===== src/sv/wave_pkg.sv =====
// Shared types and constants for the wheel angle velocity estimator.
package wave_pkg;

  localparam int ANGLE_FIELD_W = 10;
  localparam int TIME_W        = 32;
  localparam int VEL_W         = 32;
  localparam int STATUS_W      = 2;
  localparam int IN_TDATA_W    = 48;
  localparam int OUT_TDATA_W   = 40;
  localparam int PROD_W        = 52;

  localparam logic [19:0] US_PER_S = 20'd1000000;

  localparam logic signed [VEL_W-1:0] VEL_MAX = 32'sh7fff_ffff;
  localparam logic signed [VEL_W-1:0] VEL_MIN = 32'sh8000_0000;

  typedef enum logic [STATUS_W-1:0] {
    STATUS_OK   = 2'd0,
    STATUS_SAT  = 2'd1,
    STATUS_ZERO = 2'd2
  } status_t;

  typedef enum logic {
    KIND_SAMPLE = 1'b0,
    KIND_QUERY  = 1'b1
  } item_kind_t;

  typedef struct packed {
    item_kind_t               kind;
    logic [ANGLE_FIELD_W-1:0] angle;
    logic [TIME_W-1:0]        now;
  } item_t;

  typedef enum logic [2:0] {
    BK_IDLE,
    BK_MUL,
    BK_DIV,
    BK_FIN,
    BK_OUT
  } back_state_t;

endpackage


===== src/sv/wheel_angle_velocity_estimator.sv =====
// Top level of the wheel angle velocity estimator.
//
// Input stream (s_*): each word is either an angle sample (tuser = 0) or a
// velocity query (tuser = 1). A sample adds the shortest signed angle step to
// a saturating 32-bit turn sum and produces no output. A query divides the
// turn sum, scaled to units per second, by the microseconds since the last
// query, clears the sum and emits one output word with the velocity and a
// status code (0 ok, 1 saturated, 2 zero elapsed time).
// Configuration (cfg_*): a one-bit direction_inverted register, always ready;
// it is to be written while the block is idle, which the block does not enforce.
// Sequence: a sample is handled in the accept state alone. A query passes
// through accept, multiply, 52 restoring divide steps at one quotient bit a
// cycle, final scaling and output, and waits in the output state while the
// output register is full. A zero elapsed time skips the multiply and the
// divider and goes from accept straight to output.
// A four-entry queue between the input and the execution unit absorbs words
// during a division. When the receiver stalls, the result is held in the
// output register; samples keep being processed, and a second query waits
// for that register to drain. Reset clears the turn sum, the last angle, the
// last query time, the queue and the output valid flag.
module wheel_angle_velocity_estimator #(
  parameter int ANGLE_BITS = 10
) (
  input  logic                             clk,
  input  logic                             rst,
  input  logic                             s_tvalid,
  output logic                             s_tready,
  // [9:0] angle_sample, [41:10] now_us, [47:42] zero
  input  logic [wave_pkg::IN_TDATA_W-1:0]  s_tdata,
  // [0] action
  input  logic                             s_tuser,
  output logic                             m_tvalid,
  input  logic                             m_tready,
  // [31:0] velocity, [33:32] status, [39:34] zero
  output logic [wave_pkg::OUT_TDATA_W-1:0] m_tdata,
  input  logic                             cfg_valid,
  output logic                             cfg_ready,
  input  logic                             cfg_data
);

  logic            direction_inverted;
  logic            q_valid;
  logic            q_ready;
  wave_pkg::item_t q_item;

  assign cfg_ready = 1'b1;

  always_ff @(posedge clk) begin
    if (rst) begin
      direction_inverted <= 1'b0;
    end else if (cfg_valid && cfg_ready) begin
      direction_inverted <= cfg_data;
    end
  end

  wave_front u_front (
    .clk      (clk),
    .rst      (rst),
    .s_tvalid (s_tvalid),
    .s_tready (s_tready),
    .s_tdata  (s_tdata),
    .s_tuser  (s_tuser),
    .q_valid  (q_valid),
    .q_ready  (q_ready),
    .q_item   (q_item)
  );

  wave_back #(
    .ANGLE_BITS (ANGLE_BITS)
  ) u_back (
    .clk                (clk),
    .rst                (rst),
    .direction_inverted (direction_inverted),
    .q_valid            (q_valid),
    .q_ready            (q_ready),
    .q_item             (q_item),
    .m_tvalid           (m_tvalid),
    .m_tready           (m_tready),
    .m_tdata            (m_tdata)
  );

  // The execution unit must never take a word from an empty queue.
  a_pop_needs_word: assert property (@(posedge clk) disable iff (rst)
    (q_valid && q_ready) |-> q_valid)
    else $error("queue popped while empty");

  // A result is never shown in the cycle after reset.
  a_reset_clears_out: assert property (@(posedge clk)
    rst |=> !m_tvalid)
    else $error("output valid after reset");

  // Consuming a sample with an empty output register never creates a result.
  a_sample_no_result: assert property (@(posedge clk) disable iff (rst)
    (q_valid && q_ready && q_item.kind == wave_pkg::KIND_SAMPLE && !m_tvalid)
    |=> !m_tvalid)
    else $error("result produced by an angle sample");

endmodule


===== src/sv/wave_front.sv =====
// Input side: accepts words, classifies them and queues them for the back end.
module wave_front (
  input  logic                           clk,
  input  logic                           rst,
  input  logic                           s_tvalid,
  output logic                           s_tready,
  input  logic [wave_pkg::IN_TDATA_W-1:0] s_tdata,
  input  logic                           s_tuser,
  output logic                           q_valid,
  input  logic                           q_ready,
  output wave_pkg::item_t                q_item
);

  localparam int QDepth = 4;
  localparam int PtrW   = $clog2(QDepth);

  wave_pkg::item_t      entries [QDepth];
  wave_pkg::item_t      in_item;
  logic [PtrW-1:0]      wr_ptr;
  logic [PtrW-1:0]      rd_ptr;
  logic [PtrW:0]        count;
  logic                 push;
  logic                 pop;

  always_comb begin
    in_item.kind  = s_tuser ? wave_pkg::KIND_QUERY : wave_pkg::KIND_SAMPLE;
    in_item.angle = s_tdata[wave_pkg::ANGLE_FIELD_W-1:0];
    in_item.now   = s_tdata[wave_pkg::ANGLE_FIELD_W +: wave_pkg::TIME_W];
  end

  assign s_tready = (count != (PtrW+1)'(QDepth));
  assign q_valid  = (count != '0);
  assign q_item   = entries[rd_ptr];
  assign push     = s_tvalid & s_tready;
  assign pop      = q_valid & q_ready;

  always_ff @(posedge clk) begin
    if (rst) begin
      wr_ptr <= '0;
      rd_ptr <= '0;
      count  <= '0;
    end else begin
      if (push) wr_ptr <= wr_ptr + PtrW'(1);
      if (pop)  rd_ptr <= rd_ptr + PtrW'(1);
      count <= count + (PtrW+1)'(push) - (PtrW+1)'(pop);
    end
  end

  always_ff @(posedge clk) begin
    if (push) begin
      entries[wr_ptr] <= in_item;
    end
  end

endmodule


===== src/sv/wave_back.sv =====
// Execution side: turn sum accumulation, velocity division and result register.
module wave_back #(
  parameter int ANGLE_BITS = 10
) (
  input  logic                            clk,
  input  logic                            rst,
  input  logic                            direction_inverted,
  input  logic                            q_valid,
  output logic                            q_ready,
  input  wave_pkg::item_t                 q_item,
  output logic                            m_tvalid,
  input  logic                            m_tready,
  output logic [wave_pkg::OUT_TDATA_W-1:0] m_tdata
);

  localparam int ExtW     = (ANGLE_BITS > wave_pkg::ANGLE_FIELD_W) ?
                            ANGLE_BITS : wave_pkg::ANGLE_FIELD_W;
  localparam int StepW    = ANGLE_BITS + 2;
  localparam int FullTurn = 1 << ANGLE_BITS;
  localparam int CntW     = $clog2(wave_pkg::PROD_W);
  localparam logic signed [StepW-1:0] FullS = StepW'(FullTurn);
  localparam logic signed [StepW-1:0] HalfS = StepW'(FullTurn / 2);

  wave_pkg::back_state_t state, state_next;

  logic [ANGLE_BITS-1:0]             last_angle;
  logic signed [wave_pkg::VEL_W-1:0] turn_sum;
  logic [wave_pkg::TIME_W-1:0]       last_query_time;

  logic                              neg;
  logic [wave_pkg::VEL_W-1:0]        mag;
  logic [wave_pkg::TIME_W-1:0]       elapsed;
  logic [wave_pkg::PROD_W-1:0]       quo;
  logic [wave_pkg::TIME_W-1:0]       rem;
  logic [CntW-1:0]                   cnt;
  logic signed [wave_pkg::VEL_W-1:0] res_vel;
  wave_pkg::status_t                 res_status;

  logic signed [wave_pkg::VEL_W-1:0] out_vel;
  wave_pkg::status_t                 out_status;
  logic                              out_valid;

  logic [ExtW-1:0]                   sample_ext;
  logic [ANGLE_BITS-1:0]             sample;
  logic signed [StepW-1:0]           d;
  logic signed [StepW-1:0]           step;
  logic signed [wave_pkg::VEL_W+1:0] sum_wide;
  logic signed [wave_pkg::VEL_W-1:0] sum_sat;
  logic [wave_pkg::TIME_W-1:0]       elapsed_c;
  logic [wave_pkg::TIME_W:0]         trial;
  logic                              trial_ge;
  logic                              out_free;
  logic                              start;

  // Angle step and saturating accumulate for a sample word.
  always_comb begin
    sample_ext = ExtW'(q_item.angle);
    sample     = sample_ext[ANGLE_BITS-1:0];
    d          = $signed({2'b00, sample}) - $signed({2'b00, last_angle});
    if (d > HalfS) begin
      step = FullS - d;
    end else if (d < -HalfS) begin
      step = -FullS - d;
    end else begin
      step = -d;
    end
    sum_wide = {{2{turn_sum[wave_pkg::VEL_W-1]}}, turn_sum}
             + {{(wave_pkg::VEL_W+2-StepW){step[StepW-1]}}, step};
    if (sum_wide[wave_pkg::VEL_W+1:wave_pkg::VEL_W-1] == 3'b000 ||
        sum_wide[wave_pkg::VEL_W+1:wave_pkg::VEL_W-1] == 3'b111) begin
      sum_sat = sum_wide[wave_pkg::VEL_W-1:0];
    end else if (sum_wide[wave_pkg::VEL_W+1]) begin
      sum_sat = wave_pkg::VEL_MIN;
    end else begin
      sum_sat = wave_pkg::VEL_MAX;
    end
    elapsed_c = q_item.now - last_query_time;
  end

  // One restoring division step per cycle.
  always_comb begin
    trial    = {rem, quo[wave_pkg::PROD_W-1]};
    trial_ge = (trial >= {1'b0, elapsed});
  end

  assign out_free = !out_valid || m_tready;
  assign start    = (state == wave_pkg::BK_IDLE) && q_valid;

  always_ff @(posedge clk) begin
    if (rst) begin
      state <= wave_pkg::BK_IDLE;
    end else begin
      state <= state_next;
    end
  end

  always_comb begin
    state_next = state;
    q_ready    = 1'b0;
    case (state)
      wave_pkg::BK_IDLE: begin
        q_ready = 1'b1;
        if (q_valid && q_item.kind == wave_pkg::KIND_QUERY) begin
          state_next = (elapsed_c == '0) ? wave_pkg::BK_OUT : wave_pkg::BK_MUL;
        end
      end
      wave_pkg::BK_MUL: state_next = wave_pkg::BK_DIV;
      wave_pkg::BK_DIV: begin
        if (cnt == CntW'(wave_pkg::PROD_W - 1)) state_next = wave_pkg::BK_FIN;
      end
      wave_pkg::BK_FIN: state_next = wave_pkg::BK_OUT;
      wave_pkg::BK_OUT: begin
        if (out_free) state_next = wave_pkg::BK_IDLE;
      end
      default: state_next = wave_pkg::BK_IDLE;
    endcase
  end

  // Architectural state.
  always_ff @(posedge clk) begin
    if (rst) begin
      last_angle      <= '0;
      turn_sum        <= '0;
      last_query_time <= '0;
    end else if (start) begin
      if (q_item.kind == wave_pkg::KIND_SAMPLE) begin
        last_angle <= sample;
        turn_sum   <= sum_sat;
      end else begin
        turn_sum        <= '0;
        last_query_time <= q_item.now;
      end
    end
  end

  // Division datapath and result staging.
  always_ff @(posedge clk) begin
    case (state)
      wave_pkg::BK_IDLE: begin
        neg     <= turn_sum[wave_pkg::VEL_W-1] ^ direction_inverted;
        mag     <= turn_sum[wave_pkg::VEL_W-1] ? wave_pkg::VEL_W'(-turn_sum)
                                                : wave_pkg::VEL_W'(turn_sum);
        elapsed <= elapsed_c;
        res_status <= wave_pkg::STATUS_ZERO;
        if (turn_sum == '0) begin
          res_vel <= '0;
        end else if (turn_sum[wave_pkg::VEL_W-1] ^ direction_inverted) begin
          res_vel <= wave_pkg::VEL_MIN;
        end else begin
          res_vel <= wave_pkg::VEL_MAX;
        end
      end
      wave_pkg::BK_MUL: begin
        quo <= wave_pkg::PROD_W'(mag) * wave_pkg::PROD_W'(wave_pkg::US_PER_S);
        rem <= '0;
        cnt <= '0;
      end
      wave_pkg::BK_DIV: begin
        rem <= trial_ge ? wave_pkg::TIME_W'(trial - {1'b0, elapsed})
                        : trial[wave_pkg::TIME_W-1:0];
        quo <= {quo[wave_pkg::PROD_W-2:0], trial_ge};
        cnt <= cnt + CntW'(1);
      end
      wave_pkg::BK_FIN: begin
        if (!neg) begin
          if (quo > wave_pkg::PROD_W'(wave_pkg::VEL_MAX)) begin
            res_vel    <= wave_pkg::VEL_MAX;
            res_status <= wave_pkg::STATUS_SAT;
          end else begin
            res_vel    <= $signed(quo[wave_pkg::VEL_W-1:0]);
            res_status <= wave_pkg::STATUS_OK;
          end
        end else begin
          if (quo > (wave_pkg::PROD_W'(1) << (wave_pkg::VEL_W - 1))) begin
            res_vel    <= wave_pkg::VEL_MIN;
            res_status <= wave_pkg::STATUS_SAT;
          end else begin
            res_vel    <= -$signed(quo[wave_pkg::VEL_W-1:0]);
            res_status <= wave_pkg::STATUS_OK;
          end
        end
      end
      default: begin
      end
    endcase
  end

  // Output register: a finished result waits here while new words are taken.
  always_ff @(posedge clk) begin
    if (rst) begin
      out_valid <= 1'b0;
    end else if (state == wave_pkg::BK_OUT && out_free) begin
      out_valid <= 1'b1;
    end else if (m_tready) begin
      out_valid <= 1'b0;
    end
  end

  always_ff @(posedge clk) begin
    if (state == wave_pkg::BK_OUT && out_free) begin
      out_vel    <= res_vel;
      out_status <= res_status;
    end
  end

  assign m_tvalid = out_valid;
  assign m_tdata  = {6'b0, out_status, out_vel};

endmodule


===== config.mk =====
export PLATFORM = sky130hd
export DESIGN_NAME = wheel_angle_velocity_estimator
export DESIGN_NICKNAME = d
export VERILOG_FILES = /design/src/sv/wave_pkg.sv /design/src/sv/wheel_angle_velocity_estimator.sv /design/src/sv/wave_front.sv /design/src/sv/wave_back.sv
export SDC_FILE = /design/constraint.sdc
export NUM_CORES = 1
export LEC_CHECK = 0
export BUFFER_PORTS_ARGS = -buffer_cell sky130_fd_sc_hd__buf_4
export CAP_MARGIN = 25
export CORE_MARGIN = 10
export CORE_UTILIZATION = 45
export DETAILED_ROUTE_END_ITERATION = 16
export PLACE_DENSITY_LB_ADDON = 0.1
export REMOVE_ABC_BUFFERS = 1
export SLEW_MARGIN = 20
export SYNTH_ARGS = -nofsm -noshare
export SYNTH_HDL_FRONTEND = slang
export SYNTH_SLANG_ARGS = --single-unit

===== constraint.sdc =====
create_clock -name clk -period 21.3 [get_ports clk]
set_clock_uncertainty 0.05 [all_clocks]
set_input_delay 1.065 -clock clk [delete_from_list [all_inputs] [get_ports clk]]
set_output_delay 1.065 -clock clk [all_outputs]
set_load 0.02 [all_outputs]

# Yosys cells after proc, flatten, opt, wreduce, memory -nomap -nowiden
# Memory sizes are Yosys's and may differ from the RTL's. A register that Yosys moved wholly into a read port is not among the register bits.
# Index checks and enable logic that the tools add are counted.
# totals
regBits	309
mem_bits_rw	172
inputBits	55
out_inout_bits	43
word_cells	105
mem_count	1
# classes
n_addsub	14
mul	1
magnitude_cmp	5
eq_ne	10
mux	33
bitwise	4
n_reduce_logical	17
# mem_list
name	words	word_bits	read_ports	rd_clocked_by_memory_dff	write_ports	line_no	text
u_front.entries	4	43	1	1	1	wave_front.sv:17	wave_pkg::item_t entries [QDepth];
# op_table
cell	count
two-way mux 32 bit	9
case mux 32 bit (2 select lines)	2
case mux 52 bit (2 select lines)	1
zero test 32 bit	2
negation 32 bit	2
subtractor 32 bit	2
greater-than comparator 52 x 31 -> 1 bit (second input constant)	1
greater-than comparator 52 x 32 -> 1 bit (second input constant)	1
multiplier 32 x 14 -> 46 bit (second input constant)	1
adder 32 x 12 -> 33 bit	1
greater-or-equal comparator 33 x 32 -> 1 bit	1
two-way mux 31 bit	1
two-way mux 12 bit	2
case mux 3 bit (5 select lines)	1
greater-than comparator 12 x 11 -> 1 bit (second input constant)	1
< comparator 12 x 10 -> 1 bit (second input constant)	1
two-way mux 3 bit	4
negation 12 bit	1
case mux 6 bit (2 select lines)	1
subtractor 11 x 12 -> 12 bit (first input constant)	1
subtractor 12 bit (first input constant)	1
subtractor 10 x 10 -> 11 bit	1
two-way mux 1 bit	8
adder 6 x 1 -> 6 bit (second input constant)	1
other kinds (23)	37

# Logic depth before layout (Yosys ltp)
# Gate-level depths: netlist of the first run.
# logic_depth
word_depth	9
mapped_depth	31
mapped_depth_nobuf	27

# Cells and area by module
# Synthesis of the first run repeated with hierarchy kept, for this count alone.
# hier_totals
cells_unflattened	2993
hier_area_um2	32257.2
# modules_own_cells
module	n_inst	cells_per_inst	area_per_inst_um2	seq_area_each_um2
wave_back	1	2714	25483.2	8257.9
wave_front	1	274	6729.0	5345.1
wheel_angle_velocity_estimator	1	5	45.0	20.0

# Worst setup path after synthesis of the first run
# OpenSTA, ideal clock, no wires.
# synth_path
path_kind	register to register
startpoint	reg with a tool-made name
endpoint	reg u_back.turn_sum[10] (netlist name)
setup_ns	0.074
arrival_time_ns	7.528
required_time_ns	21.176
setup_slack_ns	13.648
stages_incl_launch_ff	29
n_path_buf	3
synth_period_minus_slack_ns	7.652
path_cell_list	dfxtp_1 -> clkbuf_1 -> buf_1 -> mux4_2 -> inv_1 -> ha_1 -> inv_1 -> fa_1 -> nand2_1 -> nand2_1 -> a21oi_1 -> xnor2_1 -> or3_1 -> nor4_1 -> a31oi_1 -> a21oi_1 -> ha_1 -> a21o_1 -> a31oi_1 -> nand2_1 -> o41ai_1 -> o31ai_1 -> o211a_1 -> inv_1 -> o41ai_1 -> nor3b_1 -> nand2b_1 -> clkbuf_1 -> o21ai_0
# synth_rtl
element	line_no	text
end signal, assigned	wave_back.sv:128	turn_sum <= sum_sat;
end, declared	wave_back.sv:27	logic signed [wave_pkg::VEL_W-1:0] turn_sum;

==> results by group, run 1 <==
Run status
  – Status: finished clean

STA
  – Final hold vios: 0
  – Unrepaired setup endpoints after global routing: no
  – TNS Setup: 0 ps
  – Slew Viols, Final: 0
  – Fmax: 125 MHz
  – Clock period minus worst slack: 7970 ps
  – Slew @ Worst Pin: 974 ps
  – Finish-stage setup viols: 0
  – Slew HR: 34.9%
  – Final worst path period share: 37.4%

Logic synthesis
  – Top_reg_cell synth: edfxtp_1
  – Register area share after synthesis: 42.9%
  – Post-synth EDFFs: 395
  – Async SR Flop Fraction: 0%
  – Largest cells by area after synthesis: edfxtp_1, ha_1, fa_1
  – Yosys warnings: 0
  – Synth top cells by count: edfxtp_1, inv_1, ha_1
  – Share of the synthesized area in the top cell type: 37.4%
  – Mean Syn Cell Area: 10.8 sq um
  – Syn Inst Count: 2941
  – Library cells used by synthesis: 90
  – Synthesized flop and latch total: 483
  – Most frequent cell after synthesis: edfxtp_1
  – Largest area contributor in the synthesized netlist: edfxtp_1
  – Post-synthesis cell area: 31700 sq um

GRT
  – GRT Total Usage: 16.6%
  – Number of antenna violations at the first check in global routing: 0
  – Vias in the first global route: 21579
  – First-pass GRT wire length: 112000 um
  – Remaining global-route overflow: 0
  – Largest net degree at the start of global routing: 77

Layout
  – Fill cell count: 6351
  – Number of antenna diodes: 0
  – Share of cells above drive strength 1: 9.28%
  – Layout net count: 3473
  – Area grow syn2layout: 10.8%

CTS
  – CTS Hold Buffers Added: 0
  – Worst-path clk slew: 60 ps
  – Clock Tree Root: clkbuf_16
  – Post-CTS resize count: 0
  – TritonCTS clock tree: yes
  – Clk sinks: 483
  – CTS H-tree depth: 2
  – Clk buf depth: 3
  – Clk_lat worst skew: 630 ps
  – Num CTS Buffers: 53
  – Postcts setup bufs: 0

Detailed routing
  – Wire per inst: 16.9 um
  – 1st-pass router iterations: 5
  – DR vias/cell: 5.32
  – DR WL met2: 32700 um
  – Met3 routed WL: 2300 um
  – Total Routed Length: 67600 um
  – Drt drc: 0
  – 1st-iter DRT viols: 970
  – Top sig layer: met4
  – DRT antenna net count: 0
  – Metal-1 WL: 31300 um
  – Via count: 21237

Hold path
  – Hold crit path type: flip-flop to flip-flop
  – HP Start: u_back.res_vel[28]
  – Hold Path Stages: 0
  – Hold Path Sink: u_back.out_vel[28]

Critical path
  – Worst setup EP type: flip-flop
  – Setup CP Type: flip-flop to flip-flop
  – Critical R2R Capture: u_back.turn_sum[2]
  – R2R cell count: 27
  – Max FO, Critical Path: 25
  – R2r setup slk: 13330 ps
  – CP Launch Type: flip-flop
  – CP required: 21770 ps
  – CP Data Arrival Time: 8440 ps

Floorplan
  – Die H: 286 um
  – Core ar.: 69900 sq um
  – Initial core utilization: 45.4%
  – Num rows: 97
  – Die area: 81500 sq um
  – Die Width: 286 um
  – Num ports: 98

Placement
  – GPL Wtd Cong: 0.864
  – Final HPWL DP: 50700 um
  – IO Port Bufs: 84

Job
  – MaxCap Viol Count: 0
per-layer routing:
layer	up-vias	track usage (%)
met2	309	28.6
met3	74	2.14
met4	0	4.17
met5	-	0
li1	10622	-
met1	10232	21.7
metrics by stage:
stage / worst slack [ps] / area (sq um) / util (%) / hold WS [ps] / cells
after floorplan: 12200 / 31300 / - / 350 / 2843
after global placement: 12890 / 33300 / 47.7 / 352 / 3889
after detailed placement: 12860 / 33300 / 47.7 / 355 / 3890
after CTS: 12830 / 35100 / 50.3 / 347 / 3989
after global routing: 12320 / 35200 / 50.3 / 337 / 3991
final: 13330 / 35200 / 50.3 / 346 / 3991
layout by cell type (no fill, tap or decap), types with 86 or more instances in the layout:
master    synthesis  routed
dfxtp_1          88      86
nand2_1         253     251
a21oi_1         196     195
edfxtp_1        395     395
xnor2_1         110     110
ha_1            271     271
nor2_1          185     184
buf_4             7     106
o21ai_0         145     145
fa_1            140     140
inv_1           326     325
worst max-delay path by stage:
stage | from | to | slack, ps
after floorplan | flip-flop | u_back.turn_sum[21] | 12200
after global placement | flip-flop | u_back.turn_sum[28] | 12890
after detailed placement | flip-flop | u_back.turn_sum[29] | 12860
after CTS | flip-flop | u_back.turn_sum[29] | 12830
after global routing | flip-flop | u_back.turn_sum[17] | 12320
final | flip-flop | u_back.turn_sum[2] | 13330
state kept, by name, summed over array words and instances (netlist names), 6 cells and up, named ones only:
| register | cells |
|---|---|
| u_back.mag | 32 |
| u_back.quo | 52 |
| u_back.out_vel | 32 |
| u_back.cnt | 6 |
| u_front.entries | 172 |
| u_back.last_query_time | 32 |
| u_back.rem | 32 |
| u_back.turn_sum | 32 |
| u_back.last_angle | 10 |
| u_back.res_vel | 32 |
| u_back.elapsed | 32 |
worst max-delay path, cell delays in order, from the launching register on:
cell and delay (ps):
dfxtp_2 680, mux4_2 640, ha_1 300, nor2b_1 110, o21ai_0 100, a21oi_1 200
o21ai_0 120, a21oi_1 200, o21ai_0 110, a21boi_0 300, nor2_1 150, nor4_1 530
a31oi_1 200, a21oi_2 140, buf_4 290, ha_1 360, a21o_1 230, a31oi_1 230
nand2_1 80, o41ai_1 570, o31ai_1 230, o211a_1 310, inv_1 80, o41ai_1 60
nor3b_1 450, clkbuf_2 250, nand2b_1 530, o21ai_0 360
cells by family after synthesis:
kind of cell,count (synthesis),synth area share [%]
flip-flops,483,42.9
buffers and inverters,429,5.23
adder cells (fa/ha/maj),411,19.5
XOR/XNOR,177,4.89
AO/OA/AOI/OAI,637,12.4
other,2,0.0237
multiplexers,71,3.94
AND/OR/NAND/NOR,731,11.1
cell type report:
cell class / count / area [sq um] / area share, %
Multi-Input combinational cell: 2034 / 16500 / 46.9
Sequential cell: 483 / 13600 / 38.7
Clock buffer: 70 / 1500 / 4.28
Inverter: 326 / 1220 / 3.48
Tap cell: 940 / 1180 / 3.34
Timing Repair Buffer: 109 / 843 / 2.40
Clock inverter: 29 / 293 / 0.833
Power of run 1 is not shown: default switching activity piles up to over one toggle a cycle in this logic, so the estimate is an artifact.
==> run 2: changes to the inputs <==
==> constraint.sdc (replaced) <==
create_clock -name clk -period 7 [get_ports clk]
set_clock_uncertainty 0.05 [all_clocks]
set_input_delay 0.35 -clock clk [delete_from_list [all_inputs] [get_ports clk]]
set_output_delay 0.35 -clock clk [all_outputs]
set_load 0.02 [all_outputs]
==> results by group, run 2 (synthesized netlist as in run 1, its figures left out) <==
Critical path
  – CP required: 7290 ps
  – Setup CP Type: flip-flop to flip-flop
  – Max FO, Critical Path: 6
  – CP Data Arrival Time: 6790 ps
  – Worst setup EP type: flip-flop
  – CP Launch Type: flip-flop

Floorplan
  – Core ar.: 69900 sq um
  – Num rows: 97
  – Die Width: 286 um
  – Die H: 286 um
  – Initial core utilization: 45.4%
  – Die area: 81500 sq um
  – Num ports: 98

CTS
  – TritonCTS clock tree: yes
  – Clk buf depth: 3
  – Clk_lat worst skew: 620 ps
  – Worst-path clk slew: 60 ps
  – Num CTS Buffers: 54
  – Clk sinks: 483
  – CTS H-tree depth: 2
  – Clock Tree Root: clkbuf_16

Layout
  – Number of antenna diodes: 0
  – Area grow syn2layout: 12.6%
  – Layout net count: 3540
  – Commonest cells after routing, fill and taps aside: edfxtp_1, inv_1, ha_1, nand2_1, a21oi_1
  – Reg area: 13600 sq um
  – Design Area, Final: 35700 sq um
  – Most common cell after layout, fill and taps aside: edfxtp_1
  – Number of flip-flops in the largest register: 172
  – Area occupied by multi-input gates: 16500 sq um
  – Largest Register: u_front.entries
  – Largest regs: u_front.entries x172, u_back.quo x52
  – Fill cell count: 6305
  – Share of cells above drive strength 1: 9.87%

GRT
  – Remaining global-route overflow: 0
  – Vias in the first global route: 21945
  – First-pass GRT wire length: 114000 um
  – GRT Total Usage: 16.6%
  – Number of antenna violations at the first check in global routing: 0
  – Largest net degree at the start of global routing: 81

Placement
  – Final HPWL DP: 50500 um
  – Placed inst area: 33500 sq um
  – IO Port Bufs: 84
  – GPL Wtd Cong: 0.840

Detailed routing
  – DR vias/cell: 5.29
  – Via count: 21495
  – 1st-iter DRT viols: 1027
  – DRT antenna net count: 0
  – Wire per inst: 16.7 um
  – Drt drc: 0
  – Total Routed Length: 67700 um
  – 1st-pass router iterations: 6

STA
  – Slew HR: 35.6%
  – Clock period minus worst slack: 6500 ps
  – TNS Setup: 0 ps
  – Finish-stage setup viols: 0
  – Final hold vios: 0
  – Slew @ Worst Pin: 965 ps
  – Final worst path period share: 92.9%
  – Hold Slack: 56.2 ps
  – Fmax: 154 MHz
  – Slew Viols, Final: 0

Job
  – MaxCap Viol Count: 0

Hold path
  – Hold crit path type: input pin to flip-flop

Run status
  – Status: finished clean
-- run 2: cell count changes in the layout (fill, tap and decap cells not counted), moves of 2 or more --
cell           before  now
buf_4             106  127
clkbuf_16          56   54
clkbuf_8            5    2
clkinv_1            7   10
clkinv_2            9   13
clkinv_4            1    3
clkinvlp_4          3    5
dlygate4sd3_1       0   46
-- run 2: cell type report --
cell class              count  area share (%)
multi-input cells        2034            46.3
flip-flops and latches    483            38.1
repair buffers            175            4.05
clock buffers              65            3.95
inverters                 326            3.43
well taps                 940            3.29
clock inverters            37           0.872
-- run 2: critical path: stages (launching register included) --
cell	delay, ps
edfxtp_1	500
inv_1	300
fa_1	500
fa_1	540
inv_1	50
fa_1	550
fa_1	420
ha_1	290
inv_1	50
fa_1	500
inv_1	40
ha_1	360
a21oi_1	200
o22ai_1	160
a221o_1	400
o311ai_2	330
a31oi_2	200
o211ai_1	270
nand2_1	90
a21oi_1	190
xor2_1	150
o21ai_0	80
-- run 2: final timing paths --
check                                   startpoint                 end  slack (ps)  cells after the start
worst min-delay path                      m_tready     u_back.m_tvalid          60                      3
worst min register to register  u_back.res_vel[28]  u_back.out_vel[28]         370                      0
worst max-delay path                u_back.mag[10]      u_back.quo[50]         500                     21
worst max register to register      u_back.mag[10]      u_back.quo[50]         500                     21
-- run 2: per-layer routing --
layer	global-route usage, %	share of wire (%)
met1	22.2	47
met2	28.4	48
met3	2.05	3.3
met4	4.11	2.0
met5	0	0
-- run 2: per-stage QoR --
step	instances	util, %	worst slack (ps)
2_1_floorplan	2843	-	-2100
3_3_place_gp	3909	47.9	191
3_5_place_dp	3909	47.9	110
4_1_cts	4057	51.0	65.0
5_1_grt	4060	51.1	-11.2
6_report	4060	51.1	498
-- run 2: timing repair --
item / 4_1_cts / 5_1_grt
gates resized for setup: 0 / 7
hold endpoints to repair: 176 / 0
setup endpoints to repair: 0 / 36
buffers inserted: 0 / 3
hold buffers: 46 / 0
Power of run 2 is left out for the same reason.
==> run 3: changes to the inputs <==
--- a/config.mk
+++ b/config.mk
@@ -5,7 +5,7 @@
 export SDC_FILE = /design/constraint.sdc
 export NUM_CORES = 1
 export LEC_CHECK = 0
-export BUFFER_PORTS_ARGS = -buffer_cell sky130_fd_sc_hd__buf_4
+export BUFFER_PORTS_ARGS = -buffer_cell sky130_fd_sc_hd__buf_2
 export CAP_MARGIN = 25
 export CORE_MARGIN = 10
 export CORE_UTILIZATION = 45
==> results by group, run 3 (synthesized netlist as in run 1, its figures left out) <==
CTS
  – Clk_lat worst skew: 620 ps
  – Num CTS Buffers: 53
  – Clock Tree Root: clkbuf_16
  – TritonCTS clock tree: yes
  – Clk buf depth: 3
  – CTS H-tree depth: 2
  – Worst-path clk slew: 60 ps
  – Clk sinks: 483

Detailed routing
  – 1st-pass router iterations: 5
  – DRT antenna net count: 0
  – Wire per inst: 16.8 um
  – Total Routed Length: 68200 um
  – Drt drc: 0
  – 1st-iter DRT viols: 1103
  – DR vias/cell: 5.31
  – Via count: 21557

Floorplan
  – Num ports: 98
  – Num rows: 97
  – Die H: 286 um
  – Initial core utilization: 45.4%
  – Core ar.: 69900 sq um
  – Die Width: 286 um
  – Die area: 81500 sq um

Critical path
  – Max FO, Critical Path: 7
  – Setup CP Type: flip-flop to flip-flop
  – CP dominant cell by count: fa_1
  – Buf/Inv on CP: 6
  – CP Data Arrival Time: 6910 ps
  – Critical Path Start: u_back.mag[11]
  – Largest stage delay, worst path: 560 ps
  – CP Cell Sequence: clkinvlp_4, buf_4, fa_1, fa_1, inv_1, fa_1, fa_1, ha_1, inv_1, fa_1, inv_1, ha_1, nand3_1, o22ai_1, a221o_1, o311ai_0, buf_4, a31oi_1, o211ai_1, nand2_1, a21oi_1, xor2_1, o21ai_0
  – R2r setup slk: 360 ps
  – Worst setup EP type: flip-flop
  – Critical-path top delay cell: fa_1
  – Reg2reg start: u_back.mag[11]
  – Top Family by Delay on Critical Path: adder cells
  – CP required: 7270 ps
  – CP Launch Type: flip-flop

STA
  – Slew Viols, Final: 0
  – Final hold vios: 0
  – Finish-stage setup viols: 0
  – Final worst path period share: 94.9%
  – Fmax: 151 MHz
  – Slew HR: 37.5%
  – Clock period minus worst slack: 6640 ps
  – Slew @ Worst Pin: 937 ps

Placement
  – IO Port Bufs: 84
  – Final HPWL DP: 50800 um
  – GPL Wtd Cong: 0.880
  – Placed inst area: 33300 sq um

GRT
  – GRT Total Usage: 16.8%
  – First-pass GRT wire length: 114000 um
  – Vias in the first global route: 22457
  – Number of antenna violations at the first check in global routing: 1
  – Largest net degree at the start of global routing: 77
  – Remaining global-route overflow: 0

Run status
  – Status: finished clean

Hold path
  – Hold crit path type: input pin to flip-flop
  – HP Start: m_tready

Layout
  – Fill cell count: 6380
  – Area grow syn2layout: 12.3%
  – Largest Register: u_front.entries
  – Layout net count: 3539
  – Design Area, Final: 35600 sq um
  – Number of flip-flops in the largest register: 172
  – Share of cells above drive strength 1: 10.2%
  – Commonest cells after routing, fill and taps aside: edfxtp_1, inv_1, ha_1, nand2_1, a21oi_1
  – Largest regs: u_front.entries x172, u_back.quo x52
  – Most common cell after layout, fill and taps aside: edfxtp_1

Job
  – MaxCap Viol Count: 0
==> run 3: changes by cell type in the layout (fill, tap and decap cells not counted), moves of 2 or more <==
cell / delta
inv_1: -4
clkbuf_8: +5
buf_2: +84
inv_2: +2
clkinv_1: -8
buf_4: -84
a211oi_1: -2
a211oi_2: +2
==> run 3: final timing paths <==
check | end | cells past startpoint
hold reg to reg | u_back.out_vel[7] | 0
hold / removal | u_back.m_tvalid | 3
setup / recovery | u_back.quo[50] | 23
setup reg to reg | u_back.quo[50] | 23
==> run 3: metrics by stage <==
step	setup WS, ps	utilization [%]	instances	hold slack [ps]	TNS (ps)
floorplan	-2100	-	2843	350	-62230
global placement	357	47.6	3907	351	0
detailed placement	316	47.6	3908	355	0
CTS	298	50.9	4054	39.3	0
global route	-42.8	51.0	4059	77.3	-246
finish	358	51.0	4059	70.2	0
==> run 3: final cells by class <==
cell class / instances / area (sq um) / area share [%]
antenna: 1 / 2.50 / 0.00702
clock buffer: 70 / 1500 / 4.22
clock inverter: 30 / 324 / 0.909
inverter: 326 / 1230 / 3.45
multi-input combinational: 2034 / 16500 / 46.4
sequential: 483 / 13600 / 38.2
tap: 940 / 1180 / 3.30
timing repair buffer: 175 / 1250 / 3.51
==> run 3: timing repair <==
item	4_1_cts	5_1_grt
setup buffers	0	4
setup endpoints to repair	0	36
resized for setup	0	10
hold endpoints to repair	180	0
hold buffers	46	0
==> run 3: layer usage <==
metal | track usage [%] | wire, um | up-vias
met2 | 29.0 | 32900 | 290
li1 | - | - | 10755
met5 | 0 | 0 | -
met1 | 22.0 | 32000 | 10422
met3 | 2.05 | 1940 | 90
met4 | 4.36 | 1400 | 0
==> run 3: worst reg2reg max path, cell delays in order, from the launching register on <==
cell	delay (ps)
edfxtp_1	520
clkinvlp_4	250
buf_4	190
fa_1	500
fa_1	550
inv_1	50
fa_1	560
fa_1	420
ha_1	280
inv_1	50
fa_1	490
inv_1	40
ha_1	380
nand3_1	100
o22ai_1	120
a221o_1	380
o311ai_0	350
buf_4	190
a31oi_1	140
o211ai_1	260
nand2_1	90
a21oi_1	170
xor2_1	150
o21ai_0	80
Power of run 3 is left out for the same reason.
